## config.mk

```make
export PLATFORM = sky130hd
export DESIGN_NAME = block_scaled_ternary_dot_unit_flat
export DESIGN_NICKNAME = d
export VERILOG_FILES = /design/src/rtl/bstd_pkg.sv /design/src/rtl/bstd_if.sv /design/src/rtl/bstd_lane.sv /design/src/rtl/bstd_blk_acc.sv /design/src/rtl/bstd_row_acc.sv /design/src/rtl/block_scaled_ternary_dot_unit.sv /design/src/flat_wrapper.sv
export SDC_FILE = /design/constraint.sdc
export NUM_CORES = 2
export LEC_CHECK = 0
export BUFFER_PORTS_ARGS = -buffer_cell sky130_fd_sc_hd__buf_2
export CAP_MARGIN = 20
export CORE_MARGIN = 3
export CORE_UTILIZATION = 40
export CTS_CLUSTER_DIAMETER = 100
export DETAILED_ROUTE_END_ITERATION = 10
export GPL_TIMING_DRIVEN = 0
export MAX_ROUTING_LAYER = met4
export PLACE_DENSITY_LB_ADDON = 0.08
export SLEW_MARGIN = 0
export SYNTH_ARGS = -nofsm -noshare
export SYNTH_HDL_FRONTEND = slang
export SYNTH_HIERARCHICAL = 1
export SYNTH_SLANG_ARGS = --single-unit
```

## constraint.sdc

```tcl
create_clock -name clk -period 13.2 [get_ports clk]
set_input_delay 3.3 -clock clk [delete_from_list [all_inputs] [get_ports clk]]
set_output_delay 3.3 -clock clk [all_outputs]
set_load 0.01 [all_outputs]
```

## src/rtl/bstd_pkg.sv

```systemverilog
// ----------------------------------------------------------------------------
// bstd_pkg
// Shared widths, weight codes and pipeline control type for the block-scaled
// ternary dot unit.
// ----------------------------------------------------------------------------
package bstd_pkg;

  // Field widths.
  localparam int ACT_WIDTH       = 16;
  localparam int LANES           = 4;
  localparam int CODE_W          = 2;
  localparam int LANES_VALID_W   = 3;
  localparam int SCALE_W         = 16;
  localparam int SCALE_FRAC_BITS = 12;
  localparam int OUT_W           = 48;

  // Internal accumulator widths.
  localparam int LANE_PROD_W = ACT_WIDTH + 2;
  localparam int LANE_SUM_W  = LANE_PROD_W + 2;
  localparam int BLOCK_ACC_W = 25;
  localparam int FOLD_W      = BLOCK_ACC_W + SCALE_W;
  localparam int ROW_ACC_W   = 64;
  localparam int SHIFT_W     = ROW_ACC_W - SCALE_FRAC_BITS;

  // Weight codes: the weight is the code minus one.
  typedef enum logic [CODE_W-1:0] {
    CODE_NEG  = 2'd0,
    CODE_ZERO = 2'd1,
    CODE_POS  = 2'd2,
    CODE_DBL  = 2'd3
  } code_t;

  // Control flags that travel down the pipeline beside the data.
  typedef struct packed {
    logic valid;
    logic blk_last;
    logic row_end;
  } bstd_ctl_t;

endpackage

```

## src/rtl/bstd_if.sv

```systemverilog
// ----------------------------------------------------------------------------
// bstd_if
// Valid/ready channels for the dot unit: the input beat and the result beat.
// ----------------------------------------------------------------------------
interface bstd_in_if;
  logic               valid;
  logic               ready;
  logic signed [15:0] act0;
  logic signed [15:0] act1;
  logic signed [15:0] act2;
  logic signed [15:0] act3;
  logic        [7:0]  code_byte;
  logic        [2:0]  lanes_valid;
  logic signed [15:0] block_scale;
  logic               block_last;
  logic               row_last;

  modport source (
    output valid, act0, act1, act2, act3, code_byte, lanes_valid, block_scale,
           block_last, row_last,
    input  ready
  );
  modport sink (
    input  valid, act0, act1, act2, act3, code_byte, lanes_valid, block_scale,
           block_last, row_last,
    output ready
  );
endinterface

interface bstd_out_if;
  logic               valid;
  logic               ready;
  logic signed [47:0] row_sum;
  logic               saturated;

  modport source (output valid, row_sum, saturated, input ready);
  modport sink (input valid, row_sum, saturated, output ready);
endinterface

```

## src/rtl/bstd_lane.sv

```systemverilog
// ----------------------------------------------------------------------------
// bstd_lane
// One multiply lane: applies a ternary-plus-two weight to an activation and
// registers the product.
// ----------------------------------------------------------------------------
module bstd_lane
  import bstd_pkg::*;
(
  input  logic                          clk,
  input  logic                          en,
  input  logic signed [ACT_WIDTH-1:0]   act,
  input  logic        [CODE_W-1:0]      code,
  input  logic                          lane_on,
  output logic signed [LANE_PROD_W-1:0] prod
);

  logic signed [LANE_PROD_W-1:0] act_ext;
  logic signed [LANE_PROD_W-1:0] prod_next;

  assign act_ext = LANE_PROD_W'(act);

  // Weight select: -a, 0, +a or +2a; lanes beyond the valid count add nothing.
  always_comb begin
    prod_next = '0;
    if (lane_on) begin
      case (code_t'(code))
        CODE_NEG:  prod_next = -act_ext;
        CODE_ZERO: prod_next = '0;
        CODE_POS:  prod_next = act_ext;
        CODE_DBL:  prod_next = act_ext <<< 1;
        default:   prod_next = '0;
      endcase
    end
  end

  always_ff @(posedge clk) begin
    if (en) begin
      prod <= prod_next;
    end
  end

endmodule

```

## src/rtl/bstd_blk_acc.sv

```systemverilog
// ----------------------------------------------------------------------------
// bstd_blk_acc
// Merges the lane products and keeps the running block sum; at block or row
// end the finished block total is handed on and the sum starts again.
// ----------------------------------------------------------------------------
module bstd_blk_acc
  import bstd_pkg::*;
(
  input  logic                          clk,
  input  logic                          rst,
  input  logic                          en,
  input  bstd_ctl_t                     ctl_in,
  input  logic signed [LANE_PROD_W-1:0] prod [LANES],
  input  logic signed [SCALE_W-1:0]     scale_in,
  output bstd_ctl_t                     ctl_out,
  output logic signed [BLOCK_ACC_W-1:0] blk_total,
  output logic signed [SCALE_W-1:0]     scale_out
);

  logic signed [BLOCK_ACC_W-1:0] block_acc;
  logic signed [LANE_SUM_W-1:0]  pair0;
  logic signed [LANE_SUM_W-1:0]  pair1;
  logic signed [LANE_SUM_W-1:0]  lane_sum;
  logic signed [BLOCK_ACC_W-1:0] total;
  logic                          fold;

  // Two-level adder tree over the lanes, then the block sum wraps at its width.
  assign pair0    = LANE_SUM_W'(prod[0]) + LANE_SUM_W'(prod[1]);
  assign pair1    = LANE_SUM_W'(prod[2]) + LANE_SUM_W'(prod[3]);
  assign lane_sum = pair0 + pair1;
  assign total    = block_acc + BLOCK_ACC_W'(lane_sum);
  assign fold     = ctl_in.blk_last || ctl_in.row_end;

  // Running block sum.
  always_ff @(posedge clk) begin
    if (rst) begin
      block_acc <= '0;
    end else if (en && ctl_in.valid) begin
      block_acc <= fold ? '0 : total;
    end
  end

  // Hand-off register towards the scaling stage.
  always_ff @(posedge clk) begin
    if (rst) begin
      ctl_out <= '0;
    end else if (en) begin
      ctl_out.valid    <= ctl_in.valid && fold;
      ctl_out.blk_last <= ctl_in.blk_last;
      ctl_out.row_end  <= ctl_in.row_end;
    end
  end

  always_ff @(posedge clk) begin
    if (en) begin
      blk_total <= total;
      scale_out <= scale_in;
    end
  end

  // A folded block leaves a cleared sum behind.
  a_blk_cleared: assert property (@(posedge clk) disable iff (rst)
    (en && ctl_in.valid && fold) |=> (block_acc == '0))
    else $error("block sum not cleared after block end");

endmodule

```

## src/rtl/bstd_row_acc.sv

```systemverilog
// ----------------------------------------------------------------------------
// bstd_row_acc
// Scales each finished block total, adds it into the saturating row sum and
// presents the completed row value at row end.
// ----------------------------------------------------------------------------
module bstd_row_acc
  import bstd_pkg::*;
(
  input  logic                          clk,
  input  logic                          rst,
  input  logic                          en,
  input  bstd_ctl_t                     ctl_in,
  input  logic signed [BLOCK_ACC_W-1:0] blk_total,
  input  logic signed [SCALE_W-1:0]     scale,
  output logic                          fin_valid,
  output logic signed [ROW_ACC_W-1:0]   fin_acc,
  output logic                          fin_ovf
);

  localparam logic [ROW_ACC_W-1:0] ACC_MAX = {1'b0, {(ROW_ACC_W-1){1'b1}}};
  localparam logic [ROW_ACC_W-1:0] ACC_MIN = {1'b1, {(ROW_ACC_W-1){1'b0}}};

  bstd_ctl_t                   ctl_a;
  logic signed [FOLD_W-1:0]    fold_prod;
  logic signed [ROW_ACC_W-1:0] row_acc;
  logic                        row_overflow;
  logic        [ROW_ACC_W:0]   sum_ext;
  logic                        add_ovf;
  logic signed [ROW_ACC_W-1:0] acc_new;
  logic                        ovf_new;

  // Scaling multiply, registered on its own.
  always_ff @(posedge clk) begin
    if (rst) begin
      ctl_a <= '0;
    end else if (en) begin
      ctl_a <= ctl_in;
    end
  end

  always_ff @(posedge clk) begin
    if (en) begin
      fold_prod <= blk_total * scale;
    end
  end

  // Saturating add: a carry into the extra bit that disagrees with the sign
  // means the 64-bit sum overflowed.
  assign sum_ext = {row_acc[ROW_ACC_W-1], row_acc}
                 + {{(ROW_ACC_W+1-FOLD_W){fold_prod[FOLD_W-1]}}, fold_prod};
  assign add_ovf = sum_ext[ROW_ACC_W] ^ sum_ext[ROW_ACC_W-1];
  assign acc_new = add_ovf ? (sum_ext[ROW_ACC_W] ? ACC_MIN : ACC_MAX)
                           : sum_ext[ROW_ACC_W-1:0];
  assign ovf_new = row_overflow || add_ovf;

  // Row sum and overflow flag; both restart once a row is handed on.
  always_ff @(posedge clk) begin
    if (rst) begin
      row_acc      <= '0;
      row_overflow <= 1'b0;
    end else if (en && ctl_a.valid) begin
      if (ctl_a.row_end) begin
        row_acc      <= '0;
        row_overflow <= 1'b0;
      end else begin
        row_acc      <= acc_new;
        row_overflow <= ovf_new;
      end
    end
  end

  // Completed row value.
  always_ff @(posedge clk) begin
    if (rst) begin
      fin_valid <= 1'b0;
    end else if (en) begin
      fin_valid <= ctl_a.valid && ctl_a.row_end;
    end
  end

  always_ff @(posedge clk) begin
    if (en) begin
      fin_acc <= acc_new;
      fin_ovf <= ovf_new;
    end
  end

  // A row end leaves the row sum and its overflow flag cleared.
  a_row_cleared: assert property (@(posedge clk) disable iff (rst)
    (en && ctl_a.valid && ctl_a.row_end) |=> (row_acc == '0 && !row_overflow))
    else $error("row sum not cleared after row end");

  // An overflow seen while adding is carried into the finished row.
  a_ovf_carried: assert property (@(posedge clk) disable iff (rst)
    (en && ctl_a.valid && ctl_a.row_end && add_ovf) |=> (fin_valid && fin_ovf))
    else $error("row overflow lost at row end");

endmodule

```

## src/rtl/block_scaled_ternary_dot_unit.sv

```systemverilog
// ----------------------------------------------------------------------------
// block_scaled_ternary_dot_unit
// Top level: four weight lanes, block merge, scaled row accumulation and the
// output register.
// ----------------------------------------------------------------------------
// The unit takes one beat per clock unless stalled: a weight byte with four
// activations. Four lanes form the weighted products in parallel, an adder
// tree merges them into the block sum, the block total is scaled by a 25x16
// multiplier and added into the 64-bit row sum, and the row result is clipped
// into a result register behind the lane, block, scaling and row registers.
// Input ready drops only when a finished row sits unread in the result
// register and the next row-end beat has reached the last stage; otherwise
// beats keep flowing while a result waits.
module block_scaled_ternary_dot_unit
  import bstd_pkg::*;
(
  input  logic       clk,
  input  logic       rst,
  bstd_in_if.sink    item,
  bstd_out_if.source result
);

  localparam logic [OUT_W-1:0] OUT_MAX = {1'b0, {(OUT_W-1){1'b1}}};
  localparam logic [OUT_W-1:0] OUT_MIN = {1'b1, {(OUT_W-1){1'b0}}};

  logic                          en;
  bstd_ctl_t                     ctl_in;
  bstd_ctl_t                     ctl_s1;
  bstd_ctl_t                     ctl_s2;
  logic signed [ACT_WIDTH-1:0]   acts   [LANES];
  logic signed [LANE_PROD_W-1:0] prods  [LANES];
  logic signed [SCALE_W-1:0]     scale_s1;
  logic signed [SCALE_W-1:0]     scale_s2;
  logic signed [BLOCK_ACC_W-1:0] blk_total;
  logic                          fin_valid;
  logic signed [ROW_ACC_W-1:0]   fin_acc;
  logic                          fin_ovf;
  logic signed [SHIFT_W-1:0]     shifted;
  logic                          fits;
  logic        [OUT_W-1:0]       clip_val;
  logic                          clip_sat;

  // The pipeline holds only when a new row result meets an unread one.
  assign en         = !(fin_valid && result.valid && !result.ready);
  assign item.ready = en;

  assign ctl_in.valid    = item.valid && item.ready;
  assign ctl_in.blk_last = item.block_last;
  assign ctl_in.row_end  = item.row_last;

  assign acts[0] = item.act0;
  assign acts[1] = item.act1;
  assign acts[2] = item.act2;
  assign acts[3] = item.act3;

  // Lane stage.
  for (genvar i = 0; i < LANES; i++) begin : g_lane
    bstd_lane u_lane (
      .clk     (clk),
      .en      (en),
      .act     (acts[i]),
      .code    (item.code_byte[CODE_W*(LANES-i)-1 -: CODE_W]),
      .lane_on (item.lanes_valid > LANES_VALID_W'(i)),
      .prod    (prods[i])
    );
  end

  always_ff @(posedge clk) begin
    if (rst) begin
      ctl_s1 <= '0;
    end else if (en) begin
      ctl_s1 <= ctl_in;
    end
  end

  always_ff @(posedge clk) begin
    if (en) begin
      scale_s1 <= item.block_scale;
    end
  end

  // Merge stage and block sum.
  bstd_blk_acc u_blk (
    .clk       (clk),
    .rst       (rst),
    .en        (en),
    .ctl_in    (ctl_s1),
    .prod      (prods),
    .scale_in  (scale_s1),
    .ctl_out   (ctl_s2),
    .blk_total (blk_total),
    .scale_out (scale_s2)
  );

  // Scaling and row sum.
  bstd_row_acc u_row (
    .clk       (clk),
    .rst       (rst),
    .en        (en),
    .ctl_in    (ctl_s2),
    .blk_total (blk_total),
    .scale     (scale_s2),
    .fin_valid (fin_valid),
    .fin_acc   (fin_acc),
    .fin_ovf   (fin_ovf)
  );

  // Arithmetic shift rounds toward minus infinity; then clip to the output.
  assign shifted  = fin_acc[ROW_ACC_W-1:SCALE_FRAC_BITS];
  assign fits     = (shifted[SHIFT_W-1:OUT_W-1] == {(SHIFT_W-OUT_W+1){shifted[OUT_W-1]}});
  assign clip_val = fits ? shifted[OUT_W-1:0] : (shifted[SHIFT_W-1] ? OUT_MIN : OUT_MAX);
  assign clip_sat = fin_ovf || !fits;

  // Result register.
  always_ff @(posedge clk) begin
    if (rst) begin
      result.valid <= 1'b0;
    end else if (en && fin_valid) begin
      result.valid <= 1'b1;
    end else if (result.ready) begin
      result.valid <= 1'b0;
    end
  end

  always_ff @(posedge clk) begin
    if (en && fin_valid) begin
      result.row_sum   <= clip_val;
      result.saturated <= clip_sat;
    end
  end

  // Input stalls only behind an unread result.
  a_stall_cause: assert property (@(posedge clk) disable iff (rst)
    !item.ready |-> (result.valid && !result.ready && fin_valid))
    else $error("input stalled without a blocked result");

  // Reset leaves no result pending.
  a_reset_empty: assert property (@(posedge clk)
    rst |=> !result.valid)
    else $error("result pending after reset");

  // A stalled row result is still waiting on the next cycle.
  a_fin_held: assert property (@(posedge clk) disable iff (rst)
    (fin_valid && !en) |=> fin_valid)
    else $error("row result dropped while stalled");

endmodule
```

## src/flat_wrapper.sv

```systemverilog
// flat-port wrapper written by rule: the top's interface ports become plain ports
module block_scaled_ternary_dot_unit_flat import bstd_pkg::*;
  (clk, rst, item_valid, item_act0, item_act1, item_act2, item_act3, item_code_byte, item_lanes_valid, item_block_scale, item_block_last, item_row_last, item_ready, result_valid, result_row_sum, result_saturated, result_ready);
  bstd_in_if item_i ();
  bstd_out_if result_i ();
  input  logic clk;
  input  logic rst;
  input wire logic [$bits(item_i.valid)-1:0] item_valid;
  input wire logic [$bits(item_i.act0)-1:0] item_act0;
  input wire logic [$bits(item_i.act1)-1:0] item_act1;
  input wire logic [$bits(item_i.act2)-1:0] item_act2;
  input wire logic [$bits(item_i.act3)-1:0] item_act3;
  input wire logic [$bits(item_i.code_byte)-1:0] item_code_byte;
  input wire logic [$bits(item_i.lanes_valid)-1:0] item_lanes_valid;
  input wire logic [$bits(item_i.block_scale)-1:0] item_block_scale;
  input wire logic [$bits(item_i.block_last)-1:0] item_block_last;
  input wire logic [$bits(item_i.row_last)-1:0] item_row_last;
  output wire logic [$bits(item_i.ready)-1:0] item_ready;
  output wire logic [$bits(result_i.valid)-1:0] result_valid;
  output wire logic [$bits(result_i.row_sum)-1:0] result_row_sum;
  output wire logic [$bits(result_i.saturated)-1:0] result_saturated;
  input wire logic [$bits(result_i.ready)-1:0] result_ready;
  assign item_i.valid = item_valid;
  assign item_i.act0 = item_act0;
  assign item_i.act1 = item_act1;
  assign item_i.act2 = item_act2;
  assign item_i.act3 = item_act3;
  assign item_i.code_byte = item_code_byte;
  assign item_i.lanes_valid = item_lanes_valid;
  assign item_i.block_scale = item_block_scale;
  assign item_i.block_last = item_block_last;
  assign item_i.row_last = item_row_last;
  assign item_ready = item_i.ready;
  assign result_valid = result_i.valid;
  assign result_row_sum = result_i.row_sum;
  assign result_saturated = result_i.saturated;
  assign result_i.ready = result_ready;
  block_scaled_ternary_dot_unit u_core (.clk(clk), .rst(rst), .item(item_i), .result(result_i));
endmodule
```

## Yosys cells after proc, flatten, opt, wreduce, memory -nomap -nowiden

Cells that the tools add are included.

- Register bits after elaboration: 383
- Bits in latches: 0
- RAM bits: 0
- Memory bits (read-only): 0
- Input bits: 97
- Output and inout port bits: 51
- Word-level logic and storage cells: 84
- Memories kept: 0

- Add/subtract/negate cells: 9
- Multipliers: 1
- Divide/modulo/power cells: 0
- Order comparisons: 4
- Equal/unequal tests: 13
- Shift-type cells: 0
- Muxes and demuxes: 13
- Bitwise logic cells: 1
- Reduce and logical (&&, ||, !) cells: 19

Operators with widths:

| cell | count |
|---|---|
| $pmux W18 S4 | 4 |
| $mux W64 | 3 |
| $mux W48 | 2 |
| $neg A16 Y18 | 4 |
| $add A64 B41 Y65 | 1 |
| $mul A25 B16 Y41 | 1 |
| $add A18 B18 Y19 | 2 |
| $add A25 B20 Y25 | 1 |
| $mux W25 | 1 |
| $add A19 B19 Y20 | 1 |
| $eq A2 B2 Y1 const B | 8 |
| $eq A2 B1 Y1 const B | 4 |
| $logic_and A1 B1 Y1 | 8 |
| $logic_not A2 Y1 | 4 |
| $gt A3 B1 Y1 const B | 2 |
| $gt A3 B2 Y1 const B | 2 |
| $eq A4 B4 Y1 | 1 |
| $logic_not A1 Y1 | 3 |
| $logic_or A1 B1 Y1 | 3 |
| $mux W1 | 3 |
| $reduce_bool A2 Y1 | 1 |
| $xor A1 B1 Y1 | 1 |

## Depth between registers and ports, before layout

- Word-level depth: 5
- Depth in mapped cells: 26
- Gate-level depth less buffers: 25

## Hierarchy

The synthesis kept the hierarchy.

By module, submodules not included:

| module | times used | cells an instance | area each (um^2) | seq. area each (um^2) |
|---|---|---|---|---|
| bstd_row_acc | 1 | 2,707 | 24,362.1 | 4,544.4 |
| bstd_blk_acc | 1 | 564 | 5,500.3 | 1,791.7 |
| bstd_lane | 4 | 145 | 1,275.0 | 540.5 |
| block_scaled_ternary_dot_unit | 1 | 259 | 3,269.4 | 2,031.9 |

## Least setup slack after synthesis

Ideal clock, no wire load.

- Path type: input-to-output
- From: input port result_ready
- To: output port item_ready
- Arrival: 8.821 ns
- Setup slack: 1.079 ns
- Stages on the path: 1
- Path buffers: 0
- Cell sequence: nand3b_1

- Longest elaborated chain between the ends: 3

RTL lines:

| item | RTL line | source |
|---|---|---|
| start, declared | flat_wrapper.sv:22 | `input wire logic [$bits(result_i.ready)-1:0] result_ready;` |
| $logic_not A1 Y1 | block_scaled_ternary_dot_unit.sv:44 | `assign en = !(fin_valid && result.valid && !result.ready);` |
| $logic_and A1 B1 Y1 | block_scaled_ternary_dot_unit.sv:44 |  |
| $logic_not A1 Y1 | block_scaled_ternary_dot_unit.sv:44 |  |
| end, declared | flat_wrapper.sv:18 | `output wire logic [$bits(item_i.ready)-1:0] item_ready;` |

No other way between the ends.

## Final worst setup path

Ends and elaborated chain as after synthesis.

==> flow_metrics.py <==
metrics = {
    "placed_design": {
        "place_hpwl_um": 90180,
        "gp_congestion": 0.9287,
        "port_buffers": 147,
        "placedCellCount": 5499,
    },
    "run_status": {
        "outcome": "complete, no violations",
    },
    "logic_synthesis": {
        "syn_inst": 4083,
        "synthesis.nets": 4823,
        "syn_area_per_cell_um2": 9.255,
        "yosysWarnings": 6,
        "synth_area_um2": 37790,
    },
    "run": {
        "drv_cap": 0,
    },
    "setup_path": {
        "critical_path_arrival_ns": 5.16,
        "critPathLaunchType": "primary input",
        "r2r-end": "u_core/u_row/fold_prod[40]",
        "r2r_start": "u_core/u_blk/scale_out[1]",
        "crit_path_end": "item_ready",
        "endpoint_kind": "primary output",
        "crit_start": "result_ready",
        "rr_worst_depth": 22,
        "critPathRequiredTime_ns": 9.90,
        "path_max_fanout": 18,
        "critPathKind": "in2out",
        "ff2ff_setup_slack_ns": 5.30,
    },
    "detailed_routing": {
        "wl_um": 111000,
        "drt_iter0_drc": 1911,
        "drc": 0,
        "route.detailed.wl_per_inst_um": 19.88,
        "vias_per_cell": 5.201,
        "drtAntennaViolNets": 0,
        "first_pass_iters": 6,
        "vias": 29040,
    },
    "clock_network": {
        "cts_resized": 0,
        "path_clk_slew_ns": 0.06,
        "clk-insertion-delay-late_ns": 0.61,
        "postCtsHoldBufs": 0,
        "post_cts_buffers": 0,
        "htree_levels": 2,
        "cts_tree": "done",
        "cts_buffers": 46,
        "cts_root_buf": "clkbuf_16",
        "cts.sinks": 371,
        "clk_path_buf_depth": 3,
    },
    "floorplanning": {
        "die_h_um": 313.4,
        "die_w_um": 313.4,
        "core-area_um2": 93470,
        "ios": 148,
        "core.rowCount": 112,
        "die_area_um2": 98190,
        "start_util_pct": 40.43,
    },
    "timing": {
        "fin_worst_skew_ns": 0.04006,
        "hold_violations": 0,
        "finalCritPeriodShare_pct": 64.10,
        "tightest_slew_ns": 1.145,
        "final.setup.tns_ns": 0,
        "fmax_mhz": 118.2,
        "rsz0062_at_grt": "no",
        "period_needed_ns": 8.461,
        "slew_viol_final": 0,
        "slew_headroom_pct": 21.72,
        "setup-violations-final": 0,
    },
    "layout": {
        "nets": 5033,
        "regArea_um2": 10150,
        "multi_input_area_um2": 24210,
        "final_cell_mix": "675 x inv_1, 479 x nand2_1, 449 x fa_1",
        "synthToLayoutAreaGrowth_pct": 10.81,
        "layout_commonest_cell": "inv_1",
        "stdcell_count": 5583,
        "nFillCells": 9288,
        "drive_above_1_share_pct": 9.496,
    },
    "grt": {
        "grt_antenna_before_repair": 0,
        "grt_max_degree": 33,
        "grt_pass1_vias": 29470,
        "grt_usage_pct": 23.36,
        "grt_first_pass_wirelength_um": 173600,
        "grt_overflow_total": 0,
    },
    "hold_path": {
        "hold_path_class": "reg2reg",
    },
}
## final cells by class
type	count	area share, %
clock buffers	53	2.860
multi-input cells	2843	57.83
well taps	1254	3.747
clock inverters	30	0.7141
flip-flops and latches	371	24.24
diodes	1	0.005976
inverters	676	6.060
repair buffers	162	2.396
plain buffers	193	2.151
## per-layer routing
metal	GRT usage (%)	routed length, um
met3	2.696	5230
met1	32.01	51110
met2	37.29	51960
met4	5.591	2700
met5	-	0
## worst min path at each step
stage / slack [ns] / to / cells after the start / start
5_1_grt: 0.43 / u_core/u_blk/scale_out[10] / 0 / u_core/scale_s1[10]
3_3_place_gp: 0.41 / u_core/u_blk/scale_out[11] / 0 / u_core/scale_s1[11]
2_1_floorplan: 0.40 / u_core/u_blk/scale_out[0] / 0 / u_core/scale_s1[0]
3_5_place_dp: 0.40 / u_core/u_blk/scale_out[10] / 0 / u_core/scale_s1[10]
4_1_cts: 0.41 / u_core/u_blk/scale_out[10] / 0 / u_core/scale_s1[10]
6_report: 0.41 / u_core/u_blk/scale_out[10] / 0 / u_core/scale_s1[10]
## worst max-delay path, stage by stage
cell and delay [ns]:
buf_2 0.10, nand3b_1 0.66, buf_8 0.42, buf_16 0.17
buf_8 0.16, buf_8 0.17, buf_2 0.15
## per-stage QoR
step           util (%)  cell area [um^2]  hold WS [ns]  worst slack (ns)
2_1_floorplan         -             37790        0.4003             1.348
3_3_place_gp      42.89             40090        0.4061            -3.647
5_1_grt           44.80             41870        0.4305             4.577
4_1_cts           44.80             41870        0.4123             4.694
6_report          44.80             41870        0.4137             4.739
3_5_place_dp      43.20             40380        0.4045             4.700
## flip-flops by register name (all words and copies together), names as in the netlist, 25 cells and up
signal,count
u_core/u_row/row_acc,64
u_core/u_row/fold_prod,41
u_core/u_row/fin_acc,52
u_core/result.row_sum,48
u_core/u_blk/blk_total,25
u_core/u_blk/block_acc,25
u_core/g_lane.u_lane/prod,72
Power is left out: the tool's default activity adds up to more than one toggle a clock period on the data nets, which glitch-free logic cannot reach.
